$ cat src/rtl/ifsd_pkg.sv
`default_nettype none
package ifsd_pkg;

  localparam int FRAME_BYTES = 30;
  localparam logic [7:0] HEADER_BYTE = 8'h5A;

  localparam int POS_W = $clog2(FRAME_BYTES);
  localparam logic [POS_W-1:0] POS_FIRST_DATA = POS_W'(2);
  localparam logic [POS_W-1:0] POS_LAST = POS_W'(FRAME_BYTES - 1);

  // The byte that arrives with the last one of a frame plus the chain behind it must
  // reach back to frame byte 4, the first decoded byte.
  localparam int FIRST_DECODED = 4;
  localparam int CHAIN_CELLS = FRAME_BYTES - 1 - FIRST_DECODED;
  localparam int VIEW_N = CHAIN_CELLS + 1;
  localparam int VIEW_W = $clog2(VIEW_N);

  typedef enum logic [1:0] {
    ST_HUNT,
    ST_MARK,
    ST_COLLECT
  } ifsd_state_t;

  typedef struct packed {
    logic collecting;
    logic frame_done;
  } ifsd_ctrl_t;

  // Signed divide by 16, truncating toward zero.
  function automatic logic signed [11:0] div16(input logic [15:0] w);
    logic signed [16:0] t;
    t = $signed({w[15], w}) + (w[15] ? 17'sd15 : 17'sd0);
    return t[15:4];
  endfunction

endpackage
`default_nettype wire

$ cat src/rtl/ifsd_byte_if.sv
`default_nettype none
interface ifsd_byte_if;
  logic       valid;
  logic       ready;
  logic [7:0] rx_byte;

  modport source (output valid, output rx_byte, input ready);
  modport sink (input valid, input rx_byte, output ready);
endinterface
`default_nettype wire

$ cat src/rtl/ifsd_rec_if.sv
`default_nettype none
interface ifsd_rec_if;
  logic               valid;
  logic               ready;
  logic signed [15:0] acc_x;
  logic signed [15:0] acc_y;
  logic signed [15:0] acc_z;
  logic signed [11:0] mag_x;
  logic signed [11:0] mag_y;
  logic signed [11:0] mag_z;
  logic signed [11:0] rate_x;
  logic signed [11:0] rate_y;
  logic signed [11:0] rate_z;
  logic        [15:0] yaw_centideg;
  logic signed [15:0] roll_centideg;
  logic signed [15:0] pitch_centideg;

  modport source (
    output valid, input ready,
    output acc_x, output acc_y, output acc_z,
    output mag_x, output mag_y, output mag_z,
    output rate_x, output rate_y, output rate_z,
    output yaw_centideg, output roll_centideg, output pitch_centideg
  );
  modport sink (
    input valid, output ready,
    input acc_x, input acc_y, input acc_z,
    input mag_x, input mag_y, input mag_z,
    input rate_x, input rate_y, input rate_z,
    input yaw_centideg, input roll_centideg, input pitch_centideg
  );
endinterface
`default_nettype wire

$ cat src/rtl/ifsd_cell.sv
`default_nettype none
module ifsd_cell (
  input  wire logic       clk,
  input  wire logic       shift,
  input  wire logic [7:0] byte_in,
  output logic      [7:0] byte_out
);
  logic [7:0] held;

  always_ff @(posedge clk) begin
    if (shift) begin
      held <= byte_in;
    end
  end

  assign byte_out = held;
endmodule
`default_nettype wire

$ cat src/rtl/ifsd_sync.sv
`default_nettype none
module ifsd_sync (
  input  wire logic                    clk,
  input  wire logic                    rst,
  input  wire logic                    accept,
  input  wire logic [7:0]              rx_byte,
  output ifsd_pkg::ifsd_ctrl_t         ctrl
);
  import ifsd_pkg::*;

  ifsd_state_t      state;
  ifsd_state_t      state_next;
  logic [POS_W-1:0] pos;
  logic [POS_W-1:0] pos_next;
  logic             is_header;
  logic             at_last;

  assign is_header = (rx_byte == HEADER_BYTE);
  assign at_last   = (pos == POS_LAST);

  always_comb begin
    state_next = state;
    pos_next   = pos;
    if (accept) begin
      unique case (state)
        ST_HUNT: begin
          if (is_header) state_next = ST_MARK;
        end
        ST_MARK: begin
          if (is_header) begin
            state_next = ST_COLLECT;
            pos_next   = POS_FIRST_DATA;
          end else begin
            state_next = ST_HUNT;
          end
        end
        ST_COLLECT: begin
          if (at_last) begin
            state_next = ST_HUNT;
            pos_next   = '0;
          end else begin
            pos_next = pos + POS_W'(1);
          end
        end
        default: state_next = ST_HUNT;
      endcase
    end
  end

  always_comb begin
    ctrl.collecting = (state == ST_COLLECT);
    ctrl.frame_done = accept && (state == ST_COLLECT) && at_last;
  end

  always_ff @(posedge clk) begin
    if (rst) begin
      state <= ST_HUNT;
      pos   <= '0;
    end else begin
      state <= state_next;
      pos   <= pos_next;
    end
  end
endmodule
`default_nettype wire

$ cat src/rtl/imu_frame_sync_decoder.sv
`default_nettype none
// Frame-sync decoder for a serial inertial sensor link. Takes one received byte per
// cycle, hunts for a 0x5A 0x5A header and collects a 30-byte frame, header included.
// Every accepted byte moves down a row of byte cells; on the last byte of a frame the
// record is decoded from the cells plus that byte and loaded into the output register,
// so the record is offered the cycle after the last byte. Throughput is one byte per
// cycle; the input stalls only while a finished record waits to be taken. No checksum
// is checked, and angles stay in hundredths of a degree.
module imu_frame_sync_decoder (
  input  wire logic clk,
  input  wire logic rst,
  ifsd_byte_if.sink rx,
  ifsd_rec_if.source rec
);
  import ifsd_pkg::*;

  logic       accept;
  ifsd_ctrl_t ctrl;
  logic [7:0] view [VIEW_N];
  logic       rec_valid;

  assign rx.ready = !rec_valid || rec.ready;
  assign accept   = rx.valid && rx.ready;

  ifsd_sync u_sync (
    .clk     (clk),
    .rst     (rst),
    .accept  (accept),
    .rx_byte (rx.rx_byte),
    .ctrl    (ctrl)
  );

  // view[0] is the arriving byte, view[k] the cell k-1 places down the chain.
  assign view[0] = rx.rx_byte;

  for (genvar k = 0; k < CHAIN_CELLS; k++) begin : g_cell
    ifsd_cell u_cell (
      .clk      (clk),
      .shift    (accept),
      .byte_in  (view[k]),
      .byte_out (view[k+1])
    );
  end

  function automatic logic [15:0] word_at(input int idx);
    return {view[VIEW_W'(FRAME_BYTES - 1 - idx)], view[VIEW_W'(FRAME_BYTES - 2 - idx)]};
  endfunction

  always_ff @(posedge clk) begin
    if (ctrl.frame_done) begin
      rec.acc_x          <= word_at(4);
      rec.acc_y          <= word_at(6);
      rec.acc_z          <= word_at(8);
      rec.mag_x          <= div16(word_at(10));
      rec.mag_y          <= div16(word_at(12));
      rec.mag_z          <= div16(word_at(14));
      rec.rate_x         <= div16(word_at(16));
      rec.rate_y         <= div16(word_at(18));
      rec.rate_z         <= div16(word_at(20));
      rec.yaw_centideg   <= word_at(22);
      rec.roll_centideg  <= word_at(24);
      rec.pitch_centideg <= word_at(26);
    end
  end

  always_ff @(posedge clk) begin
    if (rst) begin
      rec_valid <= 1'b0;
    end else if (ctrl.frame_done) begin
      rec_valid <= 1'b1;
    end else if (rec.ready) begin
      rec_valid <= 1'b0;
    end
  end

  assign rec.valid = rec_valid;

  a_done_in_frame: assert property (@(posedge clk) disable iff (rst)
    ctrl.frame_done |-> ctrl.collecting && accept)
    else $error("frame end outside a frame");

  a_rise_after_done: assert property (@(posedge clk) disable iff (rst)
    $rose(rec.valid) |-> $past(ctrl.frame_done))
    else $error("record appeared without a finished frame");

  a_no_overwrite: assert property (@(posedge clk) disable iff (rst)
    ctrl.frame_done |-> !rec_valid || rec.ready)
    else $error("waiting record overwritten");
endmodule
`default_nettype wire
$ cat src/flat_wrapper.sv
// flat-port wrapper written by rule: the top's interface ports become plain ports
module imu_frame_sync_decoder_flat import ifsd_pkg::*;
  (clk, rst, rx_valid, rx_rx_byte, rx_ready, rec_valid, rec_ready, rec_acc_x, rec_acc_y, rec_acc_z, rec_mag_x, rec_mag_y, rec_mag_z, rec_rate_x, rec_rate_y, rec_rate_z, rec_yaw_centideg, rec_roll_centideg, rec_pitch_centideg);
  ifsd_byte_if rx_i ();
  ifsd_rec_if rec_i ();
  input  wire logic clk;
  input  wire logic rst;
  input wire logic [$bits(rx_i.valid)-1:0] rx_valid;
  input wire logic [$bits(rx_i.rx_byte)-1:0] rx_rx_byte;
  output wire logic [$bits(rx_i.ready)-1:0] rx_ready;
  output wire logic [$bits(rec_i.valid)-1:0] rec_valid;
  input wire logic [$bits(rec_i.ready)-1:0] rec_ready;
  output wire logic [$bits(rec_i.acc_x)-1:0] rec_acc_x;
  output wire logic [$bits(rec_i.acc_y)-1:0] rec_acc_y;
  output wire logic [$bits(rec_i.acc_z)-1:0] rec_acc_z;
  output wire logic [$bits(rec_i.mag_x)-1:0] rec_mag_x;
  output wire logic [$bits(rec_i.mag_y)-1:0] rec_mag_y;
  output wire logic [$bits(rec_i.mag_z)-1:0] rec_mag_z;
  output wire logic [$bits(rec_i.rate_x)-1:0] rec_rate_x;
  output wire logic [$bits(rec_i.rate_y)-1:0] rec_rate_y;
  output wire logic [$bits(rec_i.rate_z)-1:0] rec_rate_z;
  output wire logic [$bits(rec_i.yaw_centideg)-1:0] rec_yaw_centideg;
  output wire logic [$bits(rec_i.roll_centideg)-1:0] rec_roll_centideg;
  output wire logic [$bits(rec_i.pitch_centideg)-1:0] rec_pitch_centideg;
  assign rx_i.valid = rx_valid;
  assign rx_i.rx_byte = rx_rx_byte;
  assign rx_ready = rx_i.ready;
  assign rec_valid = rec_i.valid;
  assign rec_i.ready = rec_ready;
  assign rec_acc_x = rec_i.acc_x;
  assign rec_acc_y = rec_i.acc_y;
  assign rec_acc_z = rec_i.acc_z;
  assign rec_mag_x = rec_i.mag_x;
  assign rec_mag_y = rec_i.mag_y;
  assign rec_mag_z = rec_i.mag_z;
  assign rec_rate_x = rec_i.rate_x;
  assign rec_rate_y = rec_i.rate_y;
  assign rec_rate_z = rec_i.rate_z;
  assign rec_yaw_centideg = rec_i.yaw_centideg;
  assign rec_roll_centideg = rec_i.roll_centideg;
  assign rec_pitch_centideg = rec_i.pitch_centideg;
  imu_frame_sync_decoder u_core (.clk(clk), .rst(rst), .rx(rx_i), .rec(rec_i));
endmodule
$ cat config.mk
export PLATFORM = sky130hd
export DESIGN_NAME = imu_frame_sync_decoder_flat
export DESIGN_NICKNAME = d
export VERILOG_FILES = /design/src/rtl/ifsd_pkg.sv /design/src/rtl/ifsd_byte_if.sv /design/src/rtl/ifsd_rec_if.sv /design/src/rtl/ifsd_cell.sv /design/src/rtl/ifsd_sync.sv /design/src/rtl/imu_frame_sync_decoder.sv /design/src/flat_wrapper.sv
export SDC_FILE = /design/constraint.sdc
export NUM_CORES = 1
export LEC_CHECK = 0
export BUFFER_PORTS_ARGS = -buffer_cell sky130_fd_sc_hd__buf_4
export CAP_MARGIN = 20
export CELL_PAD_IN_SITES_DETAIL_PLACEMENT = 0
export CELL_PAD_IN_SITES_GLOBAL_PLACEMENT = 2
export CORE_UTILIZATION = 35
export CTS_CLUSTER_DIAMETER = 40
export DETAILED_ROUTE_END_ITERATION = 10
export GPL_ROUTABILITY_DRIVEN = 0
export GPL_TIMING_DRIVEN = 1
export HOLD_SLACK_MARGIN = 0.12
export PLACE_DENSITY_LB_ADDON = 0.3
export SYNTH_ARGS = -nofsm -noshare
export SYNTH_HDL_FRONTEND = slang
export SYNTH_SLANG_ARGS = --single-unit
$ cat constraint.sdc
create_clock -name clk -period 7.4 [get_ports clk]
set_input_delay 0 -clock clk [delete_from_list [all_inputs] [get_ports clk]]
set_output_delay 0 -clock clk [all_outputs]
set_load 0.01 [all_outputs]
# == Word level (Yosys, flattened, before mapping) ==
# Cells that the tools add are included.
# totals
ff_bits,224
inputBits,12
out_inout_bits,170
word_cells,60
# op_classes
n_addsub,5
eq_ne,7
mux,13
n_reduce_logical,10
# op_table
cell,count
16-bit by 5-bit adder with 16-bit output,4
4-bit 2-to-1 mux,4
5-bit 2-to-1 mux,2
5-bit case mux with 2 select lines,1
8-bit by 7-bit equality test with 1-bit output (second input constant),1
2-bit 2-to-1 mux,3
2-bit inequality test (second input constant),3
2-bit case mux with 3 select lines,1
3-bit AND reduction,2
5-bit by 1-bit adder with 5-bit output (second input constant),1
5-bit equality test (second input constant),1
2-bit nonzero test,2
1-bit logical AND,3
2-bit by 1-bit equality test with 1-bit output (second input constant),1
2-bit equality test (second input constant),1
2-bit logical NOT,1
1-bit 2-to-1 mux,2
1-bit logical NOT,1
1-bit logical OR,1

# == Longest topological paths before layout ==
# depth
depth_word,6
depth_mapped,6

# == Cells and area by module ==
# From an unflattened synthesis, not the netlist that was laid out.
# hier_totals
hier_cells,500
hier_area_um2,8654.6
# by_module_without_submodules
mod,n_inst,cells_each,area_per_inst_um2,seq_area_each_um2
imu_frame_sync_decoder,1,328,4584.4,2902.8
ifsd_cell,15,8,240.2,240.2
ifsd_sync,1,52,466.7,140.1

# == Worst setup path after synthesis ==
# No wires, ideal clock.
# synth_path
kind,reg2reg
start,register u_core.rec_valid (netlist: u_core.rec.valid)
end,register u_core.rec.mag_z[0] (enable)
t_arrival_ns,7.332
path_slack_ns,-0.600
stages_incl_launch_ff,5
path_buffers,1
period_less_slack_ns,8.000
cell_sequence,dfxtp_1 > nand2b_1 > nand2_1 > clkbuf_1 > nor3_1
# synth_lines
item,line,text
start: declaration,imu_frame_sync_decoder.sv:20,logic rec_valid;
start signal: assignment,imu_frame_sync_decoder.sv:68,rec_valid <= 1'b0;
start signal: assignment,imu_frame_sync_decoder.sv:70,rec_valid <= 1'b1;
start signal: assignment,imu_frame_sync_decoder.sv:72,rec_valid <= 1'b0;
end signal: assignment,imu_frame_sync_decoder.sv:56,rec.mag_z <= div16(word_at(14));
end: declaration,ifsd_rec_if.sv:21,"output mag_x, output mag_y, output mag_z,"

# == Final worst setup path ==
# layout_path
start,register u_core.rec_valid (netlist: u_core.rec.valid)
end,register u_core.g_cell[4].u_cell.held[0] (enable)
# layout_via
elab_chain_cells,3
# layout_lines
item,line,text
1-bit logical NOT,imu_frame_sync_decoder.sv:22,assign rx.ready = !rec_valid || rec.ready;
1-bit logical OR,imu_frame_sync_decoder.sv:22,
1-bit logical AND,imu_frame_sync_decoder.sv:23,assign accept = rx.valid && rx.ready;
via u_core.accept,imu_frame_sync_decoder.sv:17,logic accept;
end signal: assignment,ifsd_cell.sv:12,held <= byte_in;
end: declaration,ifsd_cell.sv:8,logic [7:0] held;
# The timed path passes the listed nets, and every way through them passes these cells.
# A chain may end at the register's enable or synchronous reset.

==> metrics <==
cell taking the most area after synthesis edfxtp_1; Cell Pwr Density 281 mW/mm^2; Area after DPL 0.00959 sq mm; setup TNS 0 ns; Mapped Cells 501; Clock power frac 0.485; CTS tree built; Ys Warns 0; starting density of the core 0.356; H-tree Lvls 1; clk_lat worst skew 0.54 ns; total wire length 14500 um; share of layout cells above drive strength 1 0.260; CP Launch Type flop; GRT Util Overall 0.112; Yosys top cell area share 0.751; Synth Cell Area 0.00863 sq mm; Seq pwr share 0.485; Final #Nets 679; largest net degree at the start of global routing 87; global-route wire length before repair 22500 um; Die Ht 159 um; clock slew at reported path FFs 0.06 ns; Resized Gates After CTS 0; Final Non-Filler Cells 1002; row cnt 57; hpwl dp 9450 um; Int Power 2.40 mW; input/output buffers 109; worst slew pin tran 0.912 ns; switching power 0.636 mW; Synth-to-Final Area Change 25.0%; number of synthesized flops with an enable pin 216; Root Driver clkbuf_16; LEAKAGE 3.95 nW; Logic pwr share 0.030; crit share post-route 0.318; DIE WIDTH 159 um; max-cap viol count 0; post-CTS setup buffers 0; drt wl/cell 14.5 um; post-synth cell types 45; CP Max Fanout 75; slew margin rel. 0.392; die area 0.0253 sq mm; # diodes 0; Req. time, crit path 7.60 ns; Num Clock Sinks 224; Area contributors post-synth edfxtp_1, buf_4, xnor2_1; 1st-pass router iterations 5; Avg Cell Area, Syn 17.2 sq um; sw frac 0.210; CP Class reg2reg; Final Critical Period 2.35 ns; core area 0.0242 sq mm; hold slack 0.186 ns; via/cell ratio 4.30; Ports 182; # fillers 2197; skew final 0.0163 ns; CP Capture Type flop; Placed Cells 931; RSZ-0062 raised after global routing no; Pins Over Slew Limit 0; initial DRC count 165; status finished clean; antenna violations before repair 0; CP arrival 2.55 ns; DRC 0; vias in the first global route 4239; hold crit path type in2reg; most used flip-flop cell after synthesis edfxtp_1; Async S/R FF share, synth 0; design area 0.0108 sq mm; FF+latch count, synth 224; maximum clock rate 426 MHz; post-synthesis sequential area ratio 0.770; Peak supply drop 0.191 mV; Finish-stage setup viols 0; routed vias 4307; Hold Vio Cnt, Final 0; CTS Buf Count 31; Final Util 0.445; Routed Antenna Nets 0; total gr overflow 0; Max Root-Sink Buffers 3
[cell type report]
class / count / area, sq um / area share
tap: 324 / 405 / 0.0376
clock inverter: 21 / 255 / 0.0237
timing repair buffer: 125 / 988 / 0.0916
inverter: 10 / 40.0 / 0.00371
multi-input combinational: 261 / 1660 / 0.154
sequential: 224 / 6650 / 0.616
clock buffer: 37 / 798 / 0.0740
[flip-flops by register name, summed over array words and instances (netlist names)]
signal                         cells
u_core.u_sync.pos                  5
u_core.rec.mag_z                  12
u_core.rec.rate_x                 12
u_core.rec.rate_z                 12
u_core.u_sync.state                2
u_core.rec.yaw_centideg           16
u_core.rec.pitch_centideg         16
u_core.rec.rate_y                 12
u_core.rec.valid                   1
u_core.rec.roll_centideg          16
u_core.g_cell.u_cell.byte_out    120
[final timing paths]
kind                                             from                             endpoint  slack, ns  cells past startpoint
setup / recovery                     u_core.rec.valid  u_core.g_cell[4].u_cell.byte_out[0]       5.05                      5
hold / removal                          rx_rx_byte[3]  u_core.g_cell[0].u_cell.byte_out[3]       0.19                      2
setup reg to reg                     u_core.rec.valid  u_core.g_cell[4].u_cell.byte_out[0]       5.05                      5
hold reg to reg   u_core.g_cell[0].u_cell.byte_out[6]  u_core.g_cell[1].u_cell.byte_out[6]       0.42                      0
[cell usage in the layout (no fill, tap or decap), types with 2 or more instances in the layout]
master,Yosys,layout
inv_6,0,6
clkinv_1,0,2
clkinv_4,0,2
o31a_1,2,2
nor2_1,11,11
a2111oi_0,2,2
a22oi_1,2,2
conb_1,1,72
nor2b_1,2,2
dfxtp_1,8,8
clkinvlp_4,0,4
or3_1,3,3
ha_1,14,14
o21ai_0,5,5
nor3_1,11,10
clkbuf_1,1,6
xor2_1,12,12
buf_4,73,112
inv_1,10,9
and4_1,4,4
o22ai_1,2,2
a21oi_1,5,5
nand4_1,12,12
o21a_1,3,3
nand3_1,19,19
bufinv_16,0,4
and3_2,3,3
edfxtp_1,216,216
and3_1,5,5
xnor2_1,36,36
inv_8,0,2
nand2b_1,3,3
clkbuf_16,0,31
nand2_1,18,18
dlygate4sd3_1,0,12
[cells in the mapped netlist (4+ instances only)]
cell type  count
a21oi_1        5
nor2_1        11
and4_1         4
nor3_1        11
nand3_1       19
o21ai_0        5
and3_1         5
buf_4         73
ha_1          14
nand2_1       18
dfxtp_1        8
xnor2_1       36
nand4_1       12
xor2_1        12
edfxtp_1     216
inv_1         10
[power by group through the flow]
stage               sequential, mW  clock, mW  combinational (mW)
global route                  1.47       1.57               0.103
floorplan                     1.49          0              0.0962
finish                        1.47       1.47              0.0920
global placement              1.49          0              0.0832
detailed placement            1.50          0              0.0862
CTS                           1.47       1.51              0.0909
[worst max-delay path, cell delays in order (launching register included)]
cell and delay (ns):
dfxtp_1 0.31, nand2b_1 0.14, nand2_1 0.34, inv_4 0.48, buf_4 0.31, buf_16 0.34
[stage by stage]
| stage | setup WS, ns | power [mW] |
|---|---|---|
| after floorplan | 2.34 | 1.58 |
| after global placement | 4.84 | 1.58 |
| after detailed placement | 4.70 | 1.58 |
| after CTS | 4.67 | 3.07 |
| after global routing | 4.82 | 3.15 |
| final | 5.05 | 3.03 |
[per-layer routing]
layer / GRT usage / vias up / part of all wire
met1: 0.131 / 2084 / 0.40
met3: 0.0393 / 28 / 0.082
met4: 0.0358 / 0 / 0.019
met2: 0.192 / 148 / 0.50
li1: - / 2047 / -
met5: 0 / - / 0
[timing repair]
item	CTS	global route
hold endpoints to repair	16	0
hold buffers	12	0
setup endpoints to repair	0	0
[logic make-up (layout without fill, tap and decap cells)]
family / after synthesis / in the layout / synth area share
flip-flops: 224 / 224 / 0.770
AND/OR/NAND/NOR: 101 / 101 / 0.0659
buffers and inverters: 87 / 193 / 0.0706
XOR/XNOR: 48 / 48 / 0.0487
AO/OA/AOI/OAI: 26 / 26 / 0.0243
adder cells (fa/ha/maj): 14 / 14 / 0.0203
other: 1 / 72 / 0.000434
Note: power is estimated with default switching activity, not from simulation.
